## src/sv/hexv_pkg.sv

```systemverilog
package hexv_pkg;

  // Coordinate width, signed fixed point with 8 fractional bits.
  localparam int COORD_BITS = 16;

  // Datapath widths. Points are scaled by 8 so that the face and body centers stay exact.
  localparam int SUM_W      = COORD_BITS + 3;        // sum of eight corners
  localparam int DIFF_W     = COORD_BITS + 4;        // edge vector component
  localparam int PROD_W     = 2 * DIFF_W;            // v * w
  localparam int CROSS_W    = PROD_W + 1;            // v * w - v * w
  localparam int UN_W       = DIFF_W + 1;            // u, possibly negated
  localparam int TERM_W     = CROSS_W + UN_W;        // one term of a triple product
  localparam int DIV_W      = TERM_W + (TERM_W % 2); // dividend of the divide by three
  localparam int RND_SHIFT  = 10;                    // 3072 = 3 * 2^10
  localparam int ACC_W      = DIV_W + RND_SHIFT;     // 72 terms need 7 guard bits
  localparam int DIV_STEPS  = DIV_W / 2;             // two quotient bits per cycle
  localparam int VOL_W      = 64;
  localparam int QZ_W       = (DIV_W > VOL_W) ? DIV_W : VOL_W + 1;
  localparam int RND_HALF   = 1536;

  localparam int NUM_CORNER = 8;
  localparam int CORNER_W   = 3;
  localparam int NUM_TET    = 24;
  localparam int TET_W      = 5;
  localparam int NUM_FACE   = 6;
  localparam int FACE_W     = 3;
  localparam int PT_W       = 3 * COORD_BITS;
  localparam int CNT_MAX    = (DIV_STEPS > NUM_TET) ? DIV_STEPS : NUM_TET;
  localparam int CNT_W      = $clog2(CNT_MAX + 1);

  localparam logic [CORNER_W-1:0] LAST_CORNER = CORNER_W'(NUM_CORNER - 1);

  // Command group from the controller to the datapath.
  typedef struct packed {
    logic                wr;       // store the incoming corner
    logic                sum_clr;  // clear centers and accumulator
    logic                sum_rd;   // read corner addr_a for the center sums
    logic                tet_rd;   // read both corners of a tetrahedron
    logic [CORNER_W-1:0] addr_a;
    logic [CORNER_W-1:0] addr_b;
    logic                uvw_ld;   // form the edge vectors u, v and w
    logic [FACE_W-1:0]   face;
    logic                term_en;  // start one triple product term
    logic [1:0]          term_k;
    logic                abs_en;
    logic                rnd_en;
    logic                div_en;
    logic                sgn_en;
    logic                out_ld;
  } cmd_t;

  // Tetrahedron table: two corners of a face edge and the face index.
  function automatic logic [2*CORNER_W+FACE_W-1:0] tet_entry(input logic [TET_W-1:0] t);
    logic [2*CORNER_W+FACE_W-1:0] r;
    case (t)
      5'd0:  r = {3'd0, 3'd1, 3'd0};
      5'd1:  r = {3'd1, 3'd2, 3'd0};
      5'd2:  r = {3'd2, 3'd3, 3'd0};
      5'd3:  r = {3'd3, 3'd0, 3'd0};
      5'd4:  r = {3'd0, 3'd3, 3'd1};
      5'd5:  r = {3'd3, 3'd7, 3'd1};
      5'd6:  r = {3'd7, 3'd4, 3'd1};
      5'd7:  r = {3'd4, 3'd0, 3'd1};
      5'd8:  r = {3'd0, 3'd4, 3'd2};
      5'd9:  r = {3'd4, 3'd5, 3'd2};
      5'd10: r = {3'd5, 3'd1, 3'd2};
      5'd11: r = {3'd1, 3'd0, 3'd2};
      5'd12: r = {3'd1, 3'd5, 3'd3};
      5'd13: r = {3'd5, 3'd6, 3'd3};
      5'd14: r = {3'd6, 3'd2, 3'd3};
      5'd15: r = {3'd2, 3'd1, 3'd3};
      5'd16: r = {3'd2, 3'd6, 3'd4};
      5'd17: r = {3'd6, 3'd7, 3'd4};
      5'd18: r = {3'd7, 3'd3, 3'd4};
      5'd19: r = {3'd3, 3'd2, 3'd4};
      5'd20: r = {3'd6, 3'd5, 3'd5};
      5'd21: r = {3'd5, 3'd4, 3'd5};
      5'd22: r = {3'd4, 3'd7, 3'd5};
      5'd23: r = {3'd7, 3'd6, 3'd5};
      default: r = '0;
    endcase
    return r;
  endfunction

  // Faces that contain a given corner, one bit per face.
  function automatic logic [NUM_FACE-1:0] face_mask(input logic [CORNER_W-1:0] c);
    logic [NUM_FACE-1:0] m;
    case (c)
      3'd0: m = 6'b000111;
      3'd1: m = 6'b001101;
      3'd2: m = 6'b011001;
      3'd3: m = 6'b010011;
      3'd4: m = 6'b100110;
      3'd5: m = 6'b101100;
      3'd6: m = 6'b111000;
      3'd7: m = 6'b110010;
      default: m = '0;
    endcase
    return m;
  endfunction

endpackage

```

## src/sv/hexv_ctrl.sv

```systemverilog
module hexv_ctrl
  import hexv_pkg::*;
(
  input  logic                clk,
  input  logic                rst,
  input  logic                in_valid,
  output logic                in_ready,
  input  logic [CORNER_W-1:0] corner,
  output logic                out_valid,
  input  logic                out_ready,
  output cmd_t                cmd
);

  localparam logic [3:0] S_IDLE  = 4'd0;
  localparam logic [3:0] S_SUM   = 4'd1;
  localparam logic [3:0] S_TET   = 4'd2;
  localparam logic [3:0] S_DRAIN = 4'd3;
  localparam logic [3:0] S_ABS   = 4'd4;
  localparam logic [3:0] S_RND   = 4'd5;
  localparam logic [3:0] S_DIV   = 4'd6;
  localparam logic [3:0] S_SGN   = 4'd7;
  localparam logic [3:0] S_OUT   = 4'd8;

  localparam logic [CNT_W-1:0] SUM_LAST  = CNT_W'(NUM_CORNER);
  localparam logic [CNT_W-1:0] TET_LAST  = CNT_W'(NUM_TET - 1);
  localparam logic [CNT_W-1:0] DIV_LAST  = CNT_W'(DIV_STEPS - 1);
  localparam logic [CNT_W-1:0] DRAIN_END = CNT_W'(1);

  logic [3:0]       state, state_next;
  logic [CNT_W-1:0] cnt, cnt_next;
  logic [2:0]       step, step_next;
  logic             out_valid_next;
  logic             accept;
  logic [2*CORNER_W+FACE_W-1:0] tet;

  assign in_ready = (state == S_IDLE);
  assign accept   = in_valid && in_ready;
  assign tet      = tet_entry(cnt[TET_W-1:0]);

  always_comb begin
    cmd        = '0;
    cmd.wr     = accept;
    state_next = state;
    cnt_next   = cnt;
    step_next  = step;
    case (state)
      S_IDLE: begin
        if (accept && corner == LAST_CORNER) begin
          cmd.sum_clr = 1'b1;
          state_next  = S_SUM;
          cnt_next    = '0;
        end
      end
      S_SUM: begin
        if (cnt == SUM_LAST) begin
          state_next = S_TET;
          cnt_next   = '0;
          step_next  = '0;
        end else begin
          cmd.sum_rd = 1'b1;
          cmd.addr_a = cnt[CORNER_W-1:0];
          cnt_next   = cnt + 1'b1;
        end
      end
      S_TET: begin
        cmd.addr_a = tet[2*CORNER_W+FACE_W-1 -: CORNER_W];
        cmd.addr_b = tet[CORNER_W+FACE_W-1 -: CORNER_W];
        cmd.face   = tet[FACE_W-1:0];
        case (step)
          3'd0: cmd.tet_rd = 1'b1;
          3'd1: cmd.uvw_ld = 1'b1;
          default: begin
            cmd.term_en = 1'b1;
            cmd.term_k  = 2'(step - 3'd2);
          end
        endcase
        if (step == 3'd4) begin
          step_next = '0;
          if (cnt == TET_LAST) begin
            state_next = S_DRAIN;
            cnt_next   = '0;
          end else begin
            cnt_next = cnt + 1'b1;
          end
        end else begin
          step_next = step + 1'b1;
        end
      end
      S_DRAIN: begin
        if (cnt == DRAIN_END) begin
          state_next = S_ABS;
        end
        cnt_next = cnt + 1'b1;
      end
      S_ABS: begin
        cmd.abs_en = 1'b1;
        state_next = S_RND;
      end
      S_RND: begin
        cmd.rnd_en = 1'b1;
        state_next = S_DIV;
        cnt_next   = '0;
      end
      S_DIV: begin
        cmd.div_en = 1'b1;
        cnt_next   = cnt + 1'b1;
        if (cnt == DIV_LAST) begin
          state_next = S_SGN;
        end
      end
      S_SGN: begin
        cmd.sgn_en = 1'b1;
        state_next = S_OUT;
      end
      S_OUT: begin
        if (!out_valid || out_ready) begin
          cmd.out_ld = 1'b1;
          state_next = S_IDLE;
        end
      end
      default: state_next = S_IDLE;
    endcase
  end

  always_comb begin
    out_valid_next = out_valid;
    if (out_ready) begin
      out_valid_next = 1'b0;
    end
    if (cmd.out_ld) begin
      out_valid_next = 1'b1;
    end
  end

  always_ff @(posedge clk) begin
    if (rst) begin
      state     <= S_IDLE;
      cnt       <= '0;
      step      <= '0;
      out_valid <= 1'b0;
    end else begin
      state     <= state_next;
      cnt       <= cnt_next;
      step      <= step_next;
      out_valid <= out_valid_next;
    end
  end

  a_start: assert property (@(posedge clk) disable iff (rst)
    (accept && corner == LAST_CORNER) |=> (state == S_SUM))
    else $error("corner 7 did not start the volume computation");

  a_no_overwrite: assert property (@(posedge clk) disable iff (rst)
    cmd.out_ld |-> (!out_valid || out_ready))
    else $error("result register loaded while a result was pending");

  a_one_op: assert property (@(posedge clk) disable iff (rst)
    $onehot0({cmd.sum_rd, cmd.tet_rd, cmd.uvw_ld, cmd.term_en, cmd.div_en}))
    else $error("conflicting datapath commands");

  a_div_end: assert property (@(posedge clk) disable iff (rst)
    (state == S_DIV && cnt == DIV_LAST) |=> (state == S_SGN))
    else $error("divider step count broken");

endmodule

```

## config.mk

```make
export PLATFORM = sky130hd
export DESIGN_NAME = hexv_ctrl
export DESIGN_NICKNAME = d
export VERILOG_FILES = /design/src/sv/hexv_pkg.sv /design/src/sv/hexv_ctrl.sv
export SDC_FILE = /design/constraint.sdc
export NUM_CORES = 1
export LEC_CHECK = 0
export BUFFER_PORTS_ARGS = -buffer_cell sky130_fd_sc_hd__buf_4
export CORE_MARGIN = 5
export CORE_UTILIZATION = 50
export CTS_CLUSTER_DIAMETER = 50
export DETAILED_ROUTE_END_ITERATION = 16
export PLACE_DENSITY = 0.8
export SLEW_MARGIN = 20
export SYNTH_ARGS = -nofsm -noshare
export SYNTH_HDL_FRONTEND = slang
export SYNTH_SLANG_ARGS = --single-unit
export TNS_END_PERCENT = 50
```

## constraint.sdc

```tcl
create_clock -name clk -period 6.2 [get_ports clk]
set_input_delay 0.62 -clock clk [delete_from_list [all_inputs] [get_ports clk]]
set_output_delay 0.62 -clock clk [all_outputs]
set_load 0.02 [all_outputs]
```

==> results of run 1 <==
layout make-up:
cell class | instances | area share (%)
well taps | 46 | 2.98
clock buffers | 3 | 1.16
repair buffers | 30 | 11.6
flip-flops and latches | 22 | 22.8
clock inverters | 1 | 1.55
multi-input cells | 169 | 56.9
inverters | 15 | 2.98
tightest hold or removal path, cell delays in order, from the launching register on:
cell	delay, ns
dfxtp_1	0.34
nand2b_1	0.10
a21oi_1	0.06
cell families (layout without fill, tap and decap cells):
| family | count (synthesis) | in the layout |
|---|---|---|
| buffers and inverters | 30 | 49 |
| AO/OA/AOI/OAI | 58 | 58 |
| XOR/XNOR | 2 | 2 |
| multiplexers | 4 | 4 |
| flip-flops | 22 | 22 |
| adder cells (fa/ha/maj) | 9 | 9 |
| AND/OR/NAND/NOR | 96 | 96 |
state kept, by name, indices dropped and copies added, names as in the netlist:
register,count
tet,9
state,4
cnt,5
step,3
out_valid,1
per-stage QoR:
step                      area (sq um)  hold slack, ns  total power [mW]
final                             1930           0.540             0.440
after global routing              1930           0.558             0.469
after CTS                         1930           0.544             0.441
after detailed placement          1880           0.524             0.330
after global placement            1880           0.511             0.327
after floorplan                   1660           0.497             0.291
power groups by stage:
stage	registers (mW)	logic, mW	clock network, mW
3_5_place_dp	0.169	0.160	0
5_1_grt	0.170	0.178	0.121
3_3_place_gp	0.169	0.158	0
4_1_cts	0.166	0.161	0.114
2_1_floorplan	0.157	0.134	0
6_report	0.167	0.162	0.111
cell usage in the layout (no fill, tap or decap), types with 2 or more instances in the layout:
| cell type | n |
|---|---|
| a221oi_1 | 2 |
| a31oi_1 | 6 |
| a32oi_1 | 3 |
| a311oi_1 | 2 |
| inv_1 | 13 |
| nand4_1 | 3 |
| nand2_1 | 15 |
| nand2_2 | 2 |
| nor2b_1 | 2 |
| ha_1 | 9 |
| buf_4 | 30 |
| clkbuf_4 | 3 |
| a22o_1 | 2 |
| and2_1 | 2 |
| and3b_1 | 2 |
| a21o_1 | 2 |
| nor2_1 | 29 |
| o21ai_1 | 2 |
| and3_1 | 9 |
| a2bb2oi_1 | 2 |
| o211ai_1 | 2 |
| mux2i_1 | 3 |
| a21oi_1 | 13 |
| xnor2_1 | 2 |
| nand3b_1 | 2 |
| o221ai_1 | 3 |
| nand3_1 | 9 |
| nor3_1 | 7 |
| o211ai_2 | 2 |
| dfxtp_1 | 22 |
| and4b_1 | 2 |
| nand2b_1 | 4 |
| o21ai_0 | 9 |
metal layers:
layer	wire length [um]	vias up	track usage, %	share of wire, %
met1	1720	773	24.9	41
li1	-	843	-	-
met2	2050	64	34.4	50
met4	35	0	4.81	0.84
met3	338	4	3.83	8.2
met5	0	-	0	0
worst max path at each step:
stage | startpoint | to | slack, ns | cells after the start
after floorplan | cnt[0] | tet[6] | 3.55 | 12
after global placement | state[1] | cmd[6] | 3.38 | 5
after detailed placement | state[1] | cmd[5] | 3.39 | 5
after CTS | state[1] | cmd[5] | 3.01 | 5
after global routing | state[1] | cmd[5] | 3.06 | 5
final | state[1] | cmd[5] | 3.38 | 5
==> flow_metrics.env, run 1 <==
export IMPL_synth_edf_count=0
export IMPL_final_layout_size_suffix_gt1_share_pct=19.2
export IMPL_dr_pass1_iters=4
export IMPL_synth_area_mux_share_pct=2.48
export IMPL_vias=1684
export IMPL_cts_buffers=3
export IMPL_switching_share_pct=37.7
export IMPL_clk_latency_ns=0.32
export IMPL_worstRegToRegCells=8
export IMPL_slew_headroom_pct=61.2
export IMPL_grt_pass1_wl_um=7020
export IMPL_die_area_sq_mm=0.00458
export IMPL_synthTopCellsByArea="dfxtp_1 26%, ha_1 6.8%, nor2_1 6.5%"
export IMPL_hp_class="flip-flop to flip-flop"
export IMPL_crit_family="simple AND/OR/NAND/NOR gates"
export IMPL_r2r_start="state[0]"
export IMPL_status="completed"
export IMPL_start_util_pct=50.6
export IMPL_overflow=0
export IMPL_ys_types=52
export IMPL_holdCritStartpoint="out_valid"
export IMPL_cts_tree="done"
export IMPL_yosysSeqAreaShare_pct=26.5
export IMPL_fin_util_pct=58.9
export IMPL_fillers=314
export IMPL_seqPwrFrac_pct=37.9
export IMPL_cts_sinks=22
export IMPL_die_w_um=67.7
export IMPL_fmax_ghz=0.355
export IMPL_yosysWarnings=0
export IMPL_post_route_min_period_ns=2.82
export IMPL_critical_path_class="flip-flop to output port"
export IMPL_route_antenna_remaining_nets=0
export IMPL_wl_um=4150
export IMPL_drt_iter0_markers=195
export IMPL_fp_row_count=21
export IMPL_postCtsSetupBuffers=0
export IMPL_reg2reg_to="tet[6]"
export IMPL_async_flop_share_pct=0
export IMPL_hold_path_depth=2
export IMPL_cap_viol_max_count=0
export IMPL_p_per_area_mw_per_mm2=228
export IMPL_hpwl_um=3160
export IMPL_synth_adder_area_share_pct=6.77
export IMPL_syn_nets=237
export IMPL_synth_compound_area_share_pct=25.6
export IMPL_synth_top_cells_by_count="29 x nor2_1, 22 x dfxtp_1, 15 x nand2_1"
export IMPL_slew_viol_final=0
export IMPL_post_place_ws_ns=3.39
export IMPL_reg2reg_slack_ns=3.49
export IMPL_crit_chain="nand2b_1, nor3_2, o21ai_0, nor2_1, buf_4"
export IMPL_slowest_stage="dfxtp_1"
export IMPL_regArea_sq_um=440
export IMPL_ctsResizeCount=0
export IMPL_num_io_pins=31
export IMPL_final_cells=286
export IMPL_hold_path_endpoint="out_valid"
export IMPL_grt_pass1_vias=1519
export IMPL_grtUsageTotal_pct=19.8
export IMPL_diodes=0
export IMPL_synthCells=221
export IMPL_cp_max_fo=15
export IMPL_final_nets=257
export IMPL_skew_ns=0.00202
export IMPL_ys_seq_elements=22
export IMPL_crit_path_start_kind="flip-flop"
export IMPL_avgSynthCellArea_sq_um=7.52
export IMPL_setup_slack_ns=3.38
export IMPL_synthFlopType="dfxtp_1"
export IMPL_routed_via_density=5.89
export IMPL_grt_max_degree=19
export IMPL_synth_top_area_cell="dfxtp_1"
export IMPL_drc=0
export IMPL_combPwrFrac_pct=36.8
export IMPL_synth_top_family_by_area="simple AND/OR/NAND/NOR gates"
export IMPL_synth_top_cell_area_share_pct=26.5
export IMPL_multi_input_comb_area_sq_mm=0.00110
export IMPL_cp_required_ns=5.58
export IMPL_peakVddDrop_v=0.000105
export IMPL_root_buffer="clkbuf_4"
export IMPL_finalHoldViolations=0
export IMPL_hold_buffers=0
export IMPL_clk_pin_slew_ns=0.12
export IMPL_die_h_um=67.7
export IMPL_synth_simple_area_share_pct=30.0
export IMPL_setup_viol=0
export IMPL_p_leak_nw=0.836
export IMPL_synthMostInstantiatedCell="nor2_1"
export IMPL_cp_slowest_stage_delay_ns=0.62
export IMPL_post_place_cells=282
export IMPL_cts_buffer_depth=2
export IMPL_portBuffers=30
export IMPL_antenna_found_initial=0
export IMPL_cp_num_buf_inv=1
export IMPL_synth_area_sq_mm=0.00166
export IMPL_core_area_sq_mm=0.00328
export IMPL_post_route_period_util_pct=45.5
export IMPL_gp_congestion=0.905
export IMPL_synthXorXnorAreaFrac_pct=1.05
export IMPL_rsz0062_at_grt="no"
export IMPL_internal_power_mw=0.274
export IMPL_setup_tns_ns=0
export IMPL_clockPowerShare_pct=25.3
export IMPL_crit_arrival_ns=2.20
export IMPL_wl_per_cell_um=14.5
export IMPL_syn_to_final_growth_pct=16.3
export IMPL_worst_pin_slew_ns=0.579
export IMPL_p_sw_mw=0.166
export IMPL_end_kind="output port"
export IMPL_htree_levels=1
(Power assumes the default switching activity.)
==> run 2: changes to the inputs <==
ABC_AREA = 1   (was default)
clock period = 2.7 ns   (was 6.2 ns; I/O delays follow)
==> run 2 against run 1 <==
Die area up 3.0%. Clock power grew 66%. Register-to-register slack got worse by 2.9 ns. Cell count increased by 19%. Global-route usage down 2.0 points. Critical path depth grew 3. Synthesized cell count increased by 20%. Core utilization rose by 1.6 points. Non-clock buffer count is the same. Largest power group is now combinational cells.
==> flow_metrics.env, run 2 <==
export IMPL_layout_common_cells="65 x nand2_1, 41 x inv_1, 33 x nor2_1"
export IMPL_rsz0062_at_grt="no"
export IMPL_final_nets=312
export IMPL_seqPwrFrac_pct=35.5
export IMPL_p_sw_mw=0.479
export IMPL_finalHoldViolations=0
export IMPL_synthCells=265
export IMPL_synth_top_area_cell="dfxtp_1"
export IMPL_drc=0
export IMPL_crit_arrival_ns=1.83
export IMPL_final_cells=341
export IMPL_synth_top_cells_by_count="65 x nand2_1, 41 x inv_1, 33 x nor2_1"
export IMPL_yosysSeqAreaShare_pct=25.6
export IMPL_hp_class="input port to flip-flop"
export IMPL_p_per_area_mw_per_mm2=542
export IMPL_grt_max_degree=13
export IMPL_status="completed"
export IMPL_post_route_min_period_ns=2.10
export IMPL_drt_iter0_markers=81
export IMPL_gp_congestion=1.02
export IMPL_end_kind="output port"
export IMPL_crit_chain="inv_1, ha_1, nand2_1, inv_1, nand2_1, nand2_1, o21ai_0, buf_4"
export IMPL_cts_buffer_depth=2
export IMPL_root_buffer="clkbuf_4"
export IMPL_die_h_um=68.7
export IMPL_skew_ns=0.00269
export IMPL_cp_max_fo=8
export IMPL_yosysWarnings=0
export IMPL_grtUsageTotal_pct=17.8
export IMPL_dr_pass1_iters=4
export IMPL_num_io_pins=31
export IMPL_synth_top_cell_area_share_pct=25.6
export IMPL_cp_slowest_stage_delay_ns=0.40
export IMPL_setup_viol=0
export IMPL_post_route_period_util_pct=77.9
export IMPL_synthFlopType="dfxtp_1"
export IMPL_cts_sinks=22
export IMPL_diodes=0
export IMPL_cap_viol_max_count=0
export IMPL_crit_path_start_kind="flip-flop"
export IMPL_p_leak_nw=1.03
export IMPL_slowest_stage="dfxtp_1"
export IMPL_vias=1642
export IMPL_met2_usage_pct=32.4
export IMPL_post_place_cells=337
export IMPL_synthMostInstantiatedCell="nand2_1"
export IMPL_grt_pass1_vias=1490
export IMPL_mostFrequentLayoutCell="nand2_1"
export IMPL_hpwl_um=3080
export IMPL_cp_required_ns=2.43
export IMPL_internal_power_mw=0.614
export IMPL_largest_register_ff_count=9
export IMPL_syn_to_final_growth_pct=17.2
export IMPL_crit_family="flip-flops"
export IMPL_route_antenna_remaining_nets=0
export IMPL_htree_levels=1
export IMPL_setup_tns_ns=0
export IMPL_async_flop_share_pct=0
export IMPL_cts_buffers=3
export IMPL_grt_busiest_layer="met2"
export IMPL_clk_pin_slew_ns=0.12
export IMPL_final_layout_size_suffix_gt1_share_pct=22.7
export IMPL_synth_edf_count=0
export IMPL_use_met1_pct=21.3
export IMPL_fp_row_count=21
export IMPL_ys_types=31
export IMPL_core_area_sq_mm=0.00334
export IMPL_avgSynthCellArea_sq_um=6.50
export IMPL_cp_num_buf_inv=3
export IMPL_portBuffers=30
export IMPL_p_total_mw=1.09
export IMPL_clockPowerShare_pct=16.8
export IMPL_grt_pass1_wl_um=6380
export IMPL_antenna_found_initial=0
export IMPL_worst_pin_slew_ns=0.328
export IMPL_synth_area_sq_mm=0.00172
export IMPL_routed_via_density=4.82
export IMPL_clk_latency_ns=0.31
export IMPL_overflow=0
export IMPL_combPwrFrac_pct=47.7
export IMPL_die_area_sq_mm=0.00472
export IMPL_die_w_um=68.7
export IMPL_cts_tree="done"
export IMPL_wl_um=3750
export IMPL_slew_headroom_pct=77.9
export IMPL_start_util_pct=51.6
export IMPL_fmax_ghz=0.475
export IMPL_critical_path_class="flip-flop to output port"
export IMPL_syn_nets=281
export IMPL_grt_met3_usage_pct=1.46
export IMPL_ctsResizeCount=0
export IMPL_peakVddDrop_v=0.000218
export IMPL_ys_seq_elements=22
export IMPL_postCtsSetupBuffers=0
export IMPL_wl_per_cell_um=11.0
export IMPL_synthTopCellsByArea="dfxtp_1 26%, nand2_1 14%, inv_1 8.9%"
export IMPL_hold_buffers=0
export IMPL_critPathMostFrequentCell="nand2_1"
export IMPL_slew_viol_final=0
export IMPL_switching_share_pct=43.8
==> run 2: cell count changes in the layout (fill, tap and decap cells not counted), sizes merged, moves of 3 or more <==
cell / before / now
a31oi: 7 / 1
mux2i: 3 / 0
nand2b: 4 / 0
a32oi: 3 / 0
nor2: 30 / 40
nand2: 17 / 77
inv: 14 / 48
a21oi: 14 / 10
and3: 9 / 0
nand3: 9 / 29
o221ai: 3 / 0
o211ai: 4 / 1
==> run 2: metal layers <==
layer	routed length [um]	share of wire, %
met1	1720	46
met5	0	0
met3	148	3.9
met2	1810	48
met4	72	1.9
==> run 2: per-stage QoR <==
stage	hold WS [ns]	area (sq um)	setup WS (ns)	util (%)
after global routing	0.193	2020	0.424	60.5
after detailed placement	0.497	1980	0.666	59.4
after global placement	0.486	1980	0.688	59.4
final	0.198	2020	0.596	60.5
after floorplan	0.463	1720	0.794	-
after CTS	0.182	2020	0.606	60.5
==> run 2: cell families (layout without fill, tap and decap cells) <==
logic type,Yosys count,after routing,share of synthesized area [%]
flops,22,22,25.6
fa+ha+maj,9,9,6.54
buf+inv,52,82,11.8
simple gates,156,156,46.9
compound gates,26,26,9.23
==> run 2: final cells by class <==
cell class,instances,area (sq um)
clock buffers,4,36.3
fillers,337,1320
inverters,48,180
multi-input cells,191,1080
flip-flops and latches,22,440
well taps,46,57.6
repair buffers,30,225
==> run 2: power by group through the flow <==
stage                     Combinational [mW]  Sequential [mW]  Clock, mW
after CTS                              0.520            0.387      0.193
after global routing                   0.588            0.393      0.204
after detailed placement               0.518            0.395          0
final                                  0.522            0.388      0.184
after global placement                 0.514            0.393          0
after floorplan                        0.406            0.387          0
==> run 2: final timing paths <==
path | startpoint | slack [ns] | end | depth (start not counted)
worst max-delay path | cnt[0] | 0.60 | cmd[15] | 8
worst min-delay path | rst | 0.20 | step[1] | 2
worst max register to register | cnt[0] | 0.64 | tet[6] | 15
worst min register to register | step[1] | 0.51 | step[1] | 2
